**src/hdl/v4cos_lane.sv**
```systemverilog
// one component lane: squares of both components and their product
module v4cos_lane #(
  parameter int unsigned CW = 16
) (
  input  logic                     clk,
  input  logic                     en,
  input  logic signed [CW-1:0]     a,
  input  logic signed [CW-1:0]     b,
  output logic [2*CW-1:0]          aa_r,
  output logic [2*CW-1:0]          bb_r,
  output logic signed [2*CW-1:0]   ab_r
);

  logic signed [2*CW-1:0] aa_s;
  logic signed [2*CW-1:0] bb_s;

  assign aa_s = a * a;
  assign bb_s = b * b;

  always_ff @(posedge clk) begin
    if (en) begin
      aa_r <= aa_s;
      bb_r <= bb_s;
      ab_r <= a * b;
    end
  end

endmodule

```
**config.mk**
```make
export PLATFORM = sky130hd
export DESIGN_NAME = v4cos_lane
export DESIGN_NICKNAME = d
export VERILOG_FILES = /design/src/hdl/v4cos_lane.sv
export SDC_FILE = /design/constraint.sdc
export NUM_CORES = 2
export LEC_CHECK = 0
export BUFFER_PORTS_ARGS = -buffer_cell sky130_fd_sc_hd__buf_2
export CAP_MARGIN = 0
export CORE_MARGIN = 5
export CORE_UTILIZATION = 53
export CTS_CLUSTER_DIAMETER = 50
export DETAILED_ROUTE_END_ITERATION = 10
export GPL_TIMING_DRIVEN = 0
export HOLD_SLACK_MARGIN = 0.15
export PLACE_DENSITY_LB_ADDON = 0.1
export SYNTH_ARGS = -nofsm -noshare
export SYNTH_HDL_FRONTEND = slang
export SYNTH_SLANG_ARGS = --single-unit
```
**constraint.sdc**
```tcl
create_clock -name clk -period 10.4 [get_ports clk]
set_input_delay 1.04 -clock clk [delete_from_list [all_inputs] [get_ports clk]]
set_output_delay 1.04 -clock clk [all_outputs]
set_load 0.005 [all_outputs]
```
After elaboration in Yosys (flattened, before gate mapping)

Cells that the tools add are included.

Word-level logic and storage cells: 6
Input bits: 34
Output and inout bits: 96
Flip-flop bits (word level): 96

Multiply operators: 3

Operator list:

| operator         | number |
|---|---|
| $mul A16 B16 Y32 | 3 |

Depth between registers and ports, before layout

Depth after elaboration: 1
Mapped depth: 25
Gate-level depth less buffers: 23

Least setup slack after synthesis

No wires, ideal clock.

Path type: input-to-reg
Start point: input b[1]
End point: register ab_r[31], data pin
Data required time: 10.135 ns
Data arrival time: 6.812 ns
Library setup time: 0.265 ns
Path buffers: 2
Setup slack: 3.323 ns
Stages on the path: 20
Cell sequence: clkbuf_1 clkbuf_1 nand2_1 inv_1 fa_1 fa_1 fa_1 fa_1 fa_1 inv_1 fa_1 inv_1 ha_1 and3_1 a221oi_1 nor2_1 a21oi_1 a211oi_1 o211a_1 or3_1

Cells in the longest elaborated chain, start to end: 1

Ends and longest elaborated chain:

| what                 | line | source |
|---|---|---|
| from (decl)          | 8    | `input logic signed [CW-1:0] b,` |
| $mul A16 B16 Y32     | 24   | `ab_r <= a * b;` |
| to (signal assigned) | 24   |  |
| to (decl)            | 11   | `output logic signed [2*CW-1:0] ab_r` |

No other way between the ends.
A chain may end at the register's enable or synchronous reset.

Final worst setup path

Start point: input b[15]
End point: register ab_r[30], data pin

Same word-level chain as after synthesis.

==> impl_results.md <==
* Worst EP arrival at between 9 and 10 ns
* Floorplan die area at 62700 sq um
* H-Tree Level Count at 3
* First-pass iteration count of the detailed router at 6
* Number of port buffers at 121
* Die Span Y at ~250 um
* Hold path depth at 1
* Root Buffer Master: clkbuf_16
* Hold Path Class: primary input to flip-flop
* Total of fill cells in the finished design at between 5000 and 6000
* First-pass GRT wire length at 126000 um
* Non-filler cells in the finished layout at 4092
* Post-Place Setup Slack at 1.24 ns
* Max_cap viols at 0
* Number of hold violations in the final report at 0
* Effective utilization at floorplan at 53.3%
* Core area at 57500 sq um
* Transition time of the tightest slew-check pin at about 1.2 ns
* Yosys synthesis warning count at 0
* Wire per inst at around 19 um
* Netlist area before placement at 30700 sq um
* Final setup violating endpoints at 0
* Worst Setup End Kind: flip-flop
* Die width at 250 um
* Post-CTS setup buffer count at 0
* Fmax at 0.111 GHz
* Most used DFF post-synth: edfxtp_1
* Sequential cell area in the final layout at 2820 sq um
* TritonCTS clock tree: done
* Detail-routed via count per cell at 5.31
* Post-route setup slack at 1.36 ns
* Average instance area after synthesis at 9.63 sq um
* Clock Path Buffers at 2
* RSZ-0062 raised after global routing: no
* Utilization of the core after routing at between 50% and 60%
* Multi-input logic area at between 20000 and 25000 sq um
* Most common cell after layout, fill and taps aside: inv_1
* Sort of element at the start of the critical path: primary input
* Outcome: complete, no violations
* Crit path kind: primary input to flip-flop
* Pin count of the biggest net entering global routing at 51
* Placed insts at roughly 4000
* Beginning of the worst hold path: b[0]
* Number of ports placed on the die boundary at 130
* Post-cts gate resize count at 0
* Antenna violation net count after detailed routing at 0
* Clock period minus final worst setup slack at 9.04 ns
* CTS Hold Buffers Added at 0
* Synthesized netlist cell count at 3183
* Setup TNS Final at 0 ns
* Share of flip-flops with an asynchronous set or reset after synthesis at 0%
* Final weighted congestion in routability-driven placement at 0.917
* Number of buffers inserted during clock tree synthesis at 9
* Total via count in the routed design at 21700
* Growth of design area from synthesis to finish at 6.22%
* Number of global-route vias before repair at 24200
* Slew margin rel. at 19.9%
* Synthesized flop and latch total at between 90 and 100
* Final number of max-transition violations at 0
* Congestion Overflow GR at 0
* Endpoint required time on the critical path at 10.55 ns
* Tcrit/Tclk final at ~87%
* Top library cells by usage in the layout, fill and taps aside: 924 x inv_1, 729 x fa_1, 295 x nand2_1, 267 x ha_1, 192 x and2_1
* Number of DRC markers in iteration 0 at 1465
* Final HPWL DP at roughly 64000 um
* Fraction of final layout cells with drive strength greater than 1 at under 10%
* Crit path launch: b[15]
* Count of nets after finishing at 4347
* Antenna violations before repair at 7
* Aggregate global-route resource usage at 25.7%
* Clock slew at reported path FFs at approximately 0.080 ns
* Sink Count at 94
* Detailed-route wire length at 77100 um
* Number of design rule violations left after detail routing at 0
* Post-synth EDFFs at 94
* Sequential area share after synthesis at 9.21%
* Library cells used by synthesis at around 60
* Number of rows in the core area at 88
* Crit Path Max Fanout at 11
==> Yosys cell counts, types with 5 or more instances <==
| master | count | area share (%) |
|---|---|---|
| a31o_2 | 14 | 0.40 |
| inv_1 | 924 | 11 |
| and3_1 | 6 | 0.12 |
| a21oi_1 | 74 | 1.2 |
| ha_1 | 267 | 11 |
| o21ai_0 | 29 | 0.47 |
| a211o_1 | 5 | 0.14 |
| nand2b_1 | 14 | 0.29 |
| buf_1 | 5 | 0.061 |
| xor2_1 | 26 | 0.74 |
| a211oi_1 | 13 | 0.32 |
| edfxtp_1 | 94 | 9.2 |
| nor3_1 | 12 | 0.20 |
| o21a_1 | 16 | 0.39 |
| and2_1 | 192 | 3.9 |
| clkbuf_1 | 101 | 1.2 |
| a31oi_1 | 6 | 0.12 |
| nand2_1 | 295 | 3.6 |
| clkinv_1 | 7 | 0.086 |
| nand3_1 | 14 | 0.23 |
| a21o_1 | 32 | 0.78 |
| xnor2_1 | 97 | 2.8 |
| nor4_1 | 5 | 0.10 |
| or3_1 | 6 | 0.12 |
| or2_2 | 10 | 0.20 |
| nor2_1 | 109 | 1.3 |
| fa_1 | 729 | 48 |
| nor2b_1 | 12 | 0.24 |
| o21bai_1 | 10 | 0.24 |
==> path summary, 6_finish.rpt <==
check / slack, ns / endpoint
max: 1.36 / ab_r[30]$_DFFE_PP_
min: 1.04 / bb_r[0]$_DFFE_PP_
==> cell families (layout without fill, tap and decap cells) <==
kind of cell	count (synthesis)	after routing	synth area share, %
buf+inv	1039	1177	12.7
fa+ha+maj	996	996	58.5
simple gates	687	687	10.7
compound gates	241	241	5.28
xor+xnor	123	123	3.51
flops	94	94	9.21
mux	2	2	0.0653
other cells	1	7	0.0122
==> stage by stage <==
stage	hold WS [ns]	cell area, sq um
finish	1.04	32600
global route	1.04	32600
CTS	1.02	32500
detailed placement	1.43	32300
global placement	1.43	32200
floorplan	1.14	30700
==> critical path: stages <==
cell and delay, ns:
buf_2 0.13, clkbuf_1 0.68, clkinv_1 0.80, buf_1 0.68, nor2_1 0.31, fa_1 0.46, fa_1 0.53, fa_1 0.44
fa_1 0.40, fa_1 0.52, inv_1 0.05, fa_1 0.48, inv_1 0.05, ha_1 0.36, and3_1 0.25, nand4_1 0.32
a21oi_1 0.61, o221ai_1 0.31, a21oi_1 0.34, nor4_1 0.08, a311o_1 0.34
==> cell type report <==
type                    count  share of cell area (%)
plain buffers             108                    1.27
diodes                      5                  0.0384
inverters                 931                    10.7
multi-input cells        2051                    73.5
repair buffers            122                    1.95
clock buffers              10                   0.703
clock inverters             6                   0.211
well taps                 765                    2.94
flip-flops and latches     94                    8.67
==> sequential cells by signal (all words and copies together) (netlist names) <==
name	count
aa_r	31
ab_r	32
bb_r	31
==> per-layer routing <==
metal / share of wire [%] / track usage, % / up-vias
met2: 50 / 43.9 / 742
met5: 0.017 / 0 / -
met1: 39 / 33.8 / 11200
met3: 7.7 / 4.67 / 153
met4: 3.4 / 7.83 / 2
li1: - / - / 9612
Power is left out: the tool's default activity adds up to more than one toggle a clock period on the data nets, which glitch-free logic cannot reach.
