File: config.mk
export PLATFORM = sky130hd
export DESIGN_NAME = v4cos_merge
export DESIGN_NICKNAME = d
export VERILOG_FILES = /design/src/hdl/v4cos_merge.sv
export SDC_FILE = /design/constraint.sdc
export NUM_CORES = 1
export LEC_CHECK = 0
export ABC_AREA = 1
export BUFFER_PORTS_ARGS = -buffer_cell sky130_fd_sc_hd__buf_4
export CAP_MARGIN = 5
export CORE_AREA = 5 5 185 187
export DETAILED_ROUTE_END_ITERATION = 8
export DIE_AREA = 0 0 190 192
export HOLD_SLACK_MARGIN = 0.05
export PLACE_DENSITY = 0.86
export RECOVER_POWER = 25
export SLEW_MARGIN = 20
export SYNTH_ARGS = -nofsm -noshare
export SYNTH_HDL_FRONTEND = slang
export SYNTH_SLANG_ARGS = --single-unit
File: constraint.sdc
create_clock -name clk -period 4.3 [get_ports clk]
set_input_delay 0.43 -clock clk [delete_from_list [all_inputs] [get_ports clk]]
set_output_delay 0.43 -clock clk [all_outputs]
set_load 0.01 [all_outputs]
File: src/hdl/v4cos_merge.sv
// sums lane results into |a|^2, |b|^2 and the dot product
module v4cos_merge #(
  parameter int unsigned CW = 16
) (
  input  logic                       clk,
  input  logic                       en,
  input  logic [3:0][2*CW-1:0]       aa,
  input  logic [3:0][2*CW-1:0]       bb,
  input  logic signed [3:0][2*CW-1:0] ab,
  output logic [2*CW+1:0]            sa_r,
  output logic [2*CW+1:0]            sb_r,
  output logic signed [2*CW+2:0]     d_r
);

  localparam int unsigned SW = 2 * CW + 2;
  localparam int unsigned DW = 2 * CW + 3;

  logic [SW-1:0]        sa_s;
  logic [SW-1:0]        sb_s;
  logic signed [DW-1:0] d_s;

  always_comb begin
    sa_s = '0;
    sb_s = '0;
    d_s  = '0;
    for (int i = 0; i < 4; i++) begin
      sa_s = sa_s + SW'(aa[i]);
      sb_s = sb_s + SW'(bb[i]);
      d_s  = d_s + DW'($signed(ab[i]));
    end
  end

  always_ff @(posedge clk) begin
    if (en) begin
      sa_r <= sa_s;
      sb_r <= sb_s;
      d_r  <= d_s;
    end
  end

endmodule

## After elaboration in Yosys (flattened, before gate mapping)

Index checks and enable logic that the tools add are counted.

- Add/sub/neg operators: 9

Operator list:

| operator | number |
|---|---|
| $add A33 B32 Y34 | 3 |
| $add A32 B32 Y33 | 3 |
| $add A34 B32 Y34 | 2 |
| $add A34 B32 Y35 | 1 |

- Register bits after elaboration: 103
- Bits of input ports: 386
- Output and inout bits: 103
- Logic and storage cells: 12

## Logic depth before layout (Yosys ltp)

Gate-level depths: netlist of run 1.

- Word-level depth: 3
- Gate-level depth with buffers: 18
- Gate-level depth less buffers: 18

## Worst setup path before layout of run 1

Ideal clock, no wire load.

- Path kind: input-to-reg
- Start point: in ab[1] in the netlist's numbering
- End point: reg d_r[31] (data pin)
- Setup time: 0.252 ns
- Arrival: 2.887 ns
- Data required time: 4.048 ns
- Slack: 1.161 ns
- Stages: 17
- Buffers on the path: 0
- Cell sequence: inv_1 > fa_1 > fa_1 > inv_1 > ha_1 > inv_1 > fa_1 > inv_1 > nand3_1 > nand2_1 > nand3_1 > nand2_1 > nand2_1 > nand2_1 > nand2_1 > nand3_1 > nand2_1

- Word-level cells in the longest chain between the ends: 3

Ends and longest elaborated chain:

| item | line | source |
|---|---|---|
| from (decl) | 9 | `input logic signed [3:0][2*CW-1:0] ab,` |
| $add A32 B32 Y33 | 29 | `d_s = d_s + DW'($signed(ab[i]));` |
| $add A33 B32 Y34 | 29 |  |
| $add A34 B32 Y35 | 29 |  |
| net d_s[31] | 20 | `logic signed [DW-1:0] d_s;` |
| to (signal assigned) | 37 | `d_r <= d_s;` |
| to (decl) | 12 | `output logic signed [2*CW+2:0] d_r` |

The timed path passes the listed nets, and every way through them passes these cells.
A chain may end at the register's enable or synchronous reset.

## Final worst setup path of run 1

- Start point: in ab[1] in the netlist's numbering
- End point: reg d_r[33] (data pin)

Same word-level chain as after synthesis.

==> results of run 1 <==
layout make-up:
class                      count  area, um^2  share of cell area [%]
tap                          442         553                    2.80
inverter                     686        2570                    13.0
multi-input combinational   1286        9560                    48.4
clock buffer                   9         225                    1.14
timing repair buffer         489        3670                    18.6
clock inverter                 7        77.6                   0.393
sequential                   103        3090                    15.7
kinds of logic after synthesis:
logic type / Yosys count / share of synthesized area [%]
XOR/XNOR: 46 / 2.65
AO/OA/AOI/OAI: 200 / 6.83
adder cells (fa/ha/maj): 293 / 33.6
flip-flops: 103 / 20.3
AND/OR/NAND/NOR: 747 / 19.7
buffers and inverters: 686 / 16.9
per-stage QoR:
step                      setup slack (ns)  utilization (%)  power [mW]
after floorplan                       1.16                -        5.61
after global placement               0.829             60.3        7.96
after detailed placement             0.723             60.3        8.04
after CTS                             1.10             61.2        8.97
after global routing                 0.888             61.2        9.74
final                                 1.08             61.2        8.98
cells in the final DEF (no fill, tap or decap), types with 7 or more instances in the layout:
cell       netlist  layout
inv_1          686     686
buf_4            0     487
nand2_1        470     470
fa_1           193     193
nor2_1         148     148
a21oi_1        114     114
edfxtp_1       103     103
ha_1           100     100
o21ai_0         70      70
nand3_1         68      68
xor2_1          43      43
nor3_1          33      33
nand4_1         20      20
clkbuf_16        0       9
o21bai_1         7       7
final timing paths:
check	to	slack [ns]	depth (start not counted)
max	d_r[33]	1.08	18
min	sa_r[0]	0.37	2
flip-flops by register name (all words and copies together) (netlist names):
name and count:
d_r 35, sa_r 34, sb_r 34
power breakdown:
group          switching [mW]  internal (mW)  total (mW)
Combinational            3.77           2.33        6.10
Sequential              0.190           1.79        1.98
Clock                   0.444          0.461       0.905
Total                    4.40           4.58        8.98
layer usage:
layer	GRT usage, %	routed length, um
met1	31.9	19000
met4	6.18	1080
met2	50.0	26000
met5	0	0
met3	4.42	3420
worst max-delay path, stage by stage:
cell and delay (ns):
buf_4 0.08, inv_1 0.05, fa_1 0.57, fa_1 0.42, inv_1 0.07, ha_1 0.20, inv_1 0.08, fa_1 0.46
inv_1 0.10, nand3_1 0.07, nand2_1 0.17, nand2_1 0.07, nand2_1 0.12, nand2_1 0.07, nand2_1 0.15, nand2_1 0.10
nand3_1 0.07, nand2_1 0.06
==> results.toml, run 1 <==
[global_routing]
grt_usage_pct = 26.6
grt_pass1_wl_mm = 77.4
grt_antenna_before_repair = 0
grt_overflow = 0
grt_max_degree = 104
grt_pass1_vias = 15300

[critical_path]
critPathMaxFanout = 4
crit_arrival_ns = 3.34
start_kind = "input pin"
crit_start = "ab[1]"
crit_type = "in -> reg"
crit_required_ns = 4.42
cp-end-kind = "flip-flop"

[final_layout]
fin_area_um2 = 19800
nets = 3254
diodes = 0
nFillCells = 2869
areaGrowthSynthToFinish_pct = 29.7
instances_no_fill = 3022
final_layout_size_suffix_gt1_share_pct = 19.9

[timing]
slew_headroom_pct = -94.6
fin_crit_ns = 3.22
hold_viol = 0
period_share_pct = 74.9
whs_ns = 0.368
rsz0062_at_grt = "false"
setup_violations = 0
fmax_ghz = 0.311
setup_tns_ns = 0
max_slew.worst_pin.slew_ns = 2.92
slew_viol_final = 104

[yosys]
synth_flop_cell = "edfxtp_1"
synth_warnings = 0
synthCells = 2075
async_flop_share_pct = 0
seq_area_frac_synth_pct = 20.3
synthDominantCellAreaShare_pct = 25.4
syn_area_per_cell_um2 = 7.34
synth_edf_count = 103
ys_ff_latch = 103
synthTopCellsByCount = "686 x inv_1, 470 x nand2_1, 193 x fa_1"
synth.top_cells.by_area = "fa_1 25%, edfxtp_1 20%, inv_1 17%, nand2_1 12%, ha_1 8.2%"
synth_fp_nets = 2754
synth.distinct_cells = 20
synth_area_um2 = 15200
yosysTopAreaCell = "fa_1"
synthMostInstantiatedCell = "inv_1"

[die]
core_um2 = 32300
io-pin-count = 489
initial_core_util_pct = 47.2
die_area_um2 = 36500
rows = 66
die_w_um = 190
die_h_um = 192

[clocking]
post-cts-setup-buffer-count = 0
cts_sinks = 103
clock_path_buffers = 2
ctsResizeCount = 0
cts_root_buffer = "clkbuf_16"
numCtsBuffers = 9
cts_tree = "built"
cts-hold-fix-buffers = 0
clk_pin_slew_ns = 0.08
h-tree-depth = 3

[drt]
vias = 14700
postRouteAntennaNets = 0
drc = 0
drtIter0Drc = 898
drtPass1Iterations = 6
viasPerCell = 4.87
wl_mm = 49.6
wire_per_inst_um = 16.4

[min_path]
hp-class = "in -> reg"
min-delay-start = "aa[96]"

[status]
status = "complete, but fails checks"
failed_checks = "capacitance limit, slew limit"

[placement]
hpwl_mm = 44.1
place_area_um2 = 19500
place.port_buffers = 488
gp_congestion = 0.960
dp_cells = 3006

[power_and_ir_drop]
p_leak_nw = 11.4
powerDensity_nw_per_um2 = 455
vdd_drop_max_mv = 0.221

[flow_run]
cap_violations = 1
Note: power is estimated with default switching activity, not from simulation.
==> run 2: changes to the inputs <==
CORE_AREA = not set   (was 5 5 185 187)
CORE_MARGIN = 5   (was not set)
CORE_UTILIZATION = 48   (was not set)
DIE_AREA = not set   (was 0 0 190 192)
PLACE_DENSITY = 0.9   (was 0.86)
clock period = 2.9 ns   (was 4.3 ns; I/O delays follow)
==> run 2 against run 1 <==
The flow still finishes with violations (capacitance limit, slew limit). Utilization up 7.2 points. Total power up 70%. Setup slack worse by 1.0 ns. Die area down 3.0%. Global-route usage up 3.2 points. Non-clock buffer count up 206. Sequential power up 48%. Via count up 6.5%. Design area up 8.9%. Sequential share of layout area down 1.3 points. Combinational power up 80%. Count of clock-buffer cells in the layout up 1. Critical path type unchanged. Highest routed layer unchanged.
==> results.toml, run 2 (same netlist as run 1, synthesis figures left out) <==
[status]
status = "complete, but fails checks"
failed_checks = "capacitance limit, slew limit"

[min_path]
min-delay-start = "ab[96]"
hp-class = "in -> reg"

[clocking]
clk_pin_slew_ns = 0.09
cts_tree = "built"
clock_path_buffers = 2
numCtsBuffers = 9
h-tree-depth = 3
cts_sinks = 103
cts_root_buffer = "clkbuf_16"

[die]
die_h_um = 188
core_um2 = 31500
die_area_um2 = 35400
rows = 65
die_w_um = 188
io-pin-count = 489
initial_core_util_pct = 48.4

[timing]
slew_viol_final = 36
fmax_ghz = 0.353
period_share_pct = 97.7
rsz0062_at_grt = "true"
setup_tns_ns = 0
setup_violations = 0
hold_viol = 0
fin_crit_ns = 2.83
layout_setup_ws_ns = 0.0680
slew_headroom_pct = -70.1
max_slew.worst_pin.slew_ns = 2.55

[final_layout]
largest_register = "d_r"
nets = 3460
reg.largest.list = "d_r: 35 flops, sa_r: 34 flops, sb_r: 34 flops"
mostFrequentLayoutCell = "buf_4"
nFillCells = 2555
final_layout_size_suffix_gt1_share_pct = 28.1
areaGrowthSynthToFinish_pct = 41.2
largest_reg_flops = 35
instances_no_fill = 3189
layout_common_cells = "689 x buf_4, 683 x inv_1, 442 x nand2_1"
fin_area_um2 = 21500

[placement]
place.port_buffers = 488
dp_cells = 3162
pre_cts_ws_ns = -0.329
gp_congestion = 0.948
place_area_um2 = 20900
hpwl_mm = 48.2

[drt]
wl_mm = 54.7
drtPass1Iterations = 7
postRouteAntennaNets = 0
wire_per_inst_um = 17.1
drtIter0Drc = 855
drc = 0
viasPerCell = 4.91
vias = 15700

[global_routing]
grt_pass1_wl_mm = 83.6
grt_usage_pct = 29.8
grt_antenna_before_repair = 1
grt_max_degree = 37
grt_overflow = 0
grt_pass1_vias = 16500

[critical_path]
critPathMaxFanout = 4
crit_required_ns = 3.02
critPathMaxStageDelay_ns = 0.54
cpMaxStageDelayCell = "fa_1"
crit_type = "in -> reg"
cp-end-kind = "flip-flop"
path_common_cell = "nand2_2"
start_kind = "input pin"
path_cells = "buf_6, fa_1, inv_1, fa_1, inv_2, ha_4, fa_2, nand3_2, nand2_4, nand2_2, o211ai_1, nand3_1, nand3_2, nand2_2, nand2_2"
crit_arrival_ns = 2.95
crit_start = "bb[65]"

[power_and_ir_drop]
p_leak_nw = 12.4
power_mw = 15.2
powerDensity_nw_per_um2 = 708
vdd_drop_max_mv = 0.369

[flow_run]
cap_violations = 1
==> run 2: changes by cell type in the layout (fill, tap and decap cells not counted), sizes merged <==
cell      previous run  this run
buf                487       691
clkinv               3         1
bufinv               1         0
clkbuf              11        14
clkinvlp             0         2
diode                0         1
==> run 2: layout make-up <==
class | instances | area (um^2) | area share, %
diodes | 1 | 2.50 | 0.0116
clock buffers | 10 | 229 | 1.06
well taps | 402 | 503 | 2.34
inverters | 686 | 2570 | 12.0
flip-flops and latches | 103 | 3090 | 14.4
repair buffers | 695 | 5220 | 24.3
multi-input cells | 1286 | 9830 | 45.7
clock inverters | 6 | 62.6 | 0.291
==> run 2: final timing paths <==
kind | end | slack [ns] | depth (start not counted)
max | sb_r[33] | 0.07 | 15
min | d_r[0] | 0.22 | 2
==> run 2: critical path, delay by kind of cell <==
family,cells,cell delay (ns)
adder cells (fa/ha/maj),4,1.61
buffers and inverters,3,0.20
AND/OR/NAND/NOR,7,0.69
AO/OA/AOI/OAI,1,0.16
==> run 2: power by group <==
group	switching, mW	internal [mW]
sequential	0.289	2.64
combinational	6.17	4.82
clock	0.683	0.610
total	7.14	8.08
==> run 2: repair_timing <==
| action | 4_1_cts | 5_1_grt |
|---|---|---|
| hold buffers | 0 | 0 |
| endpoints found under the setup margin | 0 | 39 |
| buffers inserted | 0 | 10 |
| resized for setup | 0 | 75 |
==> run 2: metrics by stage <==
step,hold WS [ns],util (%)
5_1_grt,0.219,68.3
3_5_place_dp,0.599,66.4
3_3_place_gp,0.587,66.4
2_1_floorplan,0.402,-
6_report,0.222,68.3
4_1_cts,0.215,67.3
==> run 2: layer usage <==
layer | vias up | wire length [um] | GRT usage, %
met5 | - | 0 | 0
met1 | 7295 | 20800 | 35.2
li1 | 7546 | - | -
met2 | 693 | 27900 | 54.6
met3 | 131 | 3810 | 4.75
met4 | 0 | 2180 | 11.0
==> run 3: changes to the inputs <==
ABC_AREA = not set   (was 1)
CORE_AREA = 5 5 185 187   (was not set)
CORE_MARGIN = not set   (was 5)
CORE_UTILIZATION = not set   (was 48)
DIE_AREA = 0 0 190 192   (was not set)
PLACE_DENSITY = 0.85   (was 0.9)
==> run 3 against run 2 <==
The run ends with capacitance limit, slew limit, setup timing left. Critical endpoint is now sa_r[19]. Global-route usage down 3.7 points. Area after synthesis down 7.7%. Cell count down 13%. Sequential share of layout area down 0.38 points. Total power up 11%. Combinational power up 15%. Die area up 3.1%. Routed wire length down 8.0%.
==> results.toml, run 3 <==
[global_routing]
met1_usage_pct = 29.9
grt_usage_pct = 26.1
use_met2_pct = 47.6
grt_overflow = 0
grt_antenna_before_repair = 1
grt_pass1_vias = 15500
busiest_layer = "met2"
grt_util_met3_pct = 4.91
grt_pass1_wl_mm = 76.0
grt_max_degree = 47

[clocking]
cts_root_buffer = "clkbuf_16"
numCtsBuffers = 9
clk_pin_slew_ns = 0.09
cts_sinks = 103
h-tree-depth = 3
cts_tree = "built"
clock_path_buffers = 2

[timing]
slew_headroom_pct = -21.3
rsz0062_at_grt = "true"
fin_crit_ns = 3.54
slew_viol_final = 29
setup_violations = 70
fmax_ghz = 0.283
period_share_pct = 122
hold_viol = 0
layout_setup_ws_ns = -0.639
max_slew.worst_pin.slew_ns = 1.82

[yosys]
synth_fp_nets = 2215
synth_flop_cell = "edfxtp_1"
synthDominantCellAreaShare_pct = 27.5
synth.top_cells.by_area = "fa_1 27%, edfxtp_1 22%, inv_1 13%, ha_1 8.9%, a21oi_1 4.0%"
synth_area_um2 = 14100
synthCells = 1536
seq_area_frac_synth_pct = 22.0
synthMostInstantiatedCell = "inv_1"
synth_warnings = 0
ys_ff_latch = 103
async_flop_share_pct = 0
synthTopCellsByCount = "487 x inv_1, 193 x fa_1, 111 x a21oi_1"
synth.distinct_cells = 62
yosysTopAreaCell = "fa_1"
synth_edf_count = 103
syn_area_per_cell_um2 = 9.15

[die]
die_w_um = 190
initial_core_util_pct = 43.5
core_um2 = 32300
die_h_um = 192
io-pin-count = 489
die_area_um2 = 36500
rows = 66

[critical_path]
path_cells = "buf_8, inv_8, fa_1, inv_2, fa_1, ha_2, fa_2, a211o_1, a21o_1, o311a_1, o21a_1, a2bb2oi_4, a311oi_2, xnor2_1"
path_common_cell = "fa_1"
critPathMaxStageDelay_ns = 0.55
cpMaxStageDelayCell = "fa_1"
crit_required_ns = 3.01
crit_type = "in -> reg"
start_kind = "input pin"
cp-end-kind = "flip-flop"
crit_arrival_ns = 3.64
critPathMaxFanout = 4

[final_layout]
layout_common_cells = "762 x buf_4, 454 x inv_1, 189 x fa_1"
nets = 2995
final_layout_size_suffix_gt1_share_pct = 43.6
mostFrequentLayoutCell = "buf_4"
post-route-util_pct = 68.4
areaGrowthSynthToFinish_pct = 57.1
largest_register = "d_r"
reg.largest.list = "d_r: 35 flops, sa_r: 34 flops, sb_r: 34 flops"
largest_reg_flops = 35

[drt]
postRouteAntennaNets = 0
wl_mm = 50.3
drc = 0
wire_per_inst_um = 18.2
vias = 14000
drtIter0Drc = 716
drtPass1Iterations = 7
viasPerCell = 5.06

[min_path]
hp-class = "in -> reg"

[status]
failed_checks = "capacitance limit, slew limit, setup timing"
status = "complete, but fails checks"

[power_and_ir_drop]
vdd_drop_max_mv = 0.400
power_mw = 16.9
p_leak_nw = 11.4
powerDensity_nw_per_um2 = 765

[flow_run]
cap_violations = 1

[placement]
gp_congestion = 0.932
place.port_buffers = 488
hpwl_mm = 41.5
==> run 3: cell types whose count changed after synthesis, sizes merged, moves of 22 or more <==
cell	change
nor2	-106
a21o	+29
nand2	-411
xnor2	+54
nand3	-48
inv	-199
clkbuf	+25
nor3	-22
==> run 3: power breakdown <==
group / switching [mW] / total (mW) / leakage, nW / internal [mW]
Sequential: 0.307 / 3.04 / 1.01 / 2.73
Combinational: 6.22 / 12.6 / 10.3 / 6.37
Clock: 0.658 / 1.25 / 0.131 / 0.593
==> run 3: repair_timing <==
action,in CTS,in global routing
endpoints found under the hold margin,0,0
buffers inserted,23,23
pin swaps,61,78
hold buffers,0,0
setup endpoints to repair,64,74
resized for setup,90,110
==> run 3: path summary, 6_finish.rpt <==
| check | from | endpoint | slack [ns] | depth (start not counted) |
|---|---|---|---|---|
| setup / recovery | aa[1] | sa_r[19] | -0.64 | 14 |
| hold / removal | ab[96] | d_r[0] | 0.22 | 2 |
==> run 3: cells by family (layout without fill, tap and decap cells) <==
group,after synthesis,after routing,share of synthesized area (%)
multiplexers,2,2,0.151
AND/OR/NAND/NOR,204,204,6.99
flip-flops,103,103,22.0
XOR/XNOR,82,82,5.11
other,0,1,0
buffers and inverters,516,1301,13.9
AO/OA/AOI/OAI,336,336,15.5
adder cells (fa/ha/maj),293,293,36.4
==> run 3: layout make-up <==
type	count	area [um^2]
Timing Repair Buffer	798	6120
Sequential cell	103	3090
Antenna cell	1	2.50
Inverter	487	1860
Clock inverter	6	45.0
Clock buffer	10	229
Multi-Input combinational cell	917	10200
Fill cell	2217	10200
Tap cell	442	553
==> run 3: layer usage <==
layer | wire length [um] | part of all wire [%]
met3 | 3350 | 6.6
met2 | 26200 | 52
met4 | 2290 | 4.6
met1 | 18400 | 37
met5 | 0 | 0
==> run 3: worst max-delay path: cells and delay by family <==
kind,cells,cell delay (ns)
AO/OA/AOI/OAI,6,1.51
XOR/XNOR,1,0.11
adder cells (fa/ha/maj),4,1.58
buffers and inverters,3,0.14
==> run 3: stage by stage <==
step                      hold WS, ns  cells  cell area (um^2)  TNS, ns  setup slack, ns
after CTS                       0.209   2747             21600   -12.54           -0.516
after global routing            0.222   2764             22100   -22.12           -0.694
after detailed placement        0.590   2710             20700   -45.31           -0.979
after global placement          0.584   2710             20700   -39.40           -0.901
final                           0.220   2764             22100   -17.70           -0.639
after floorplan                 0.402   1536             14600   -15.25           -0.689
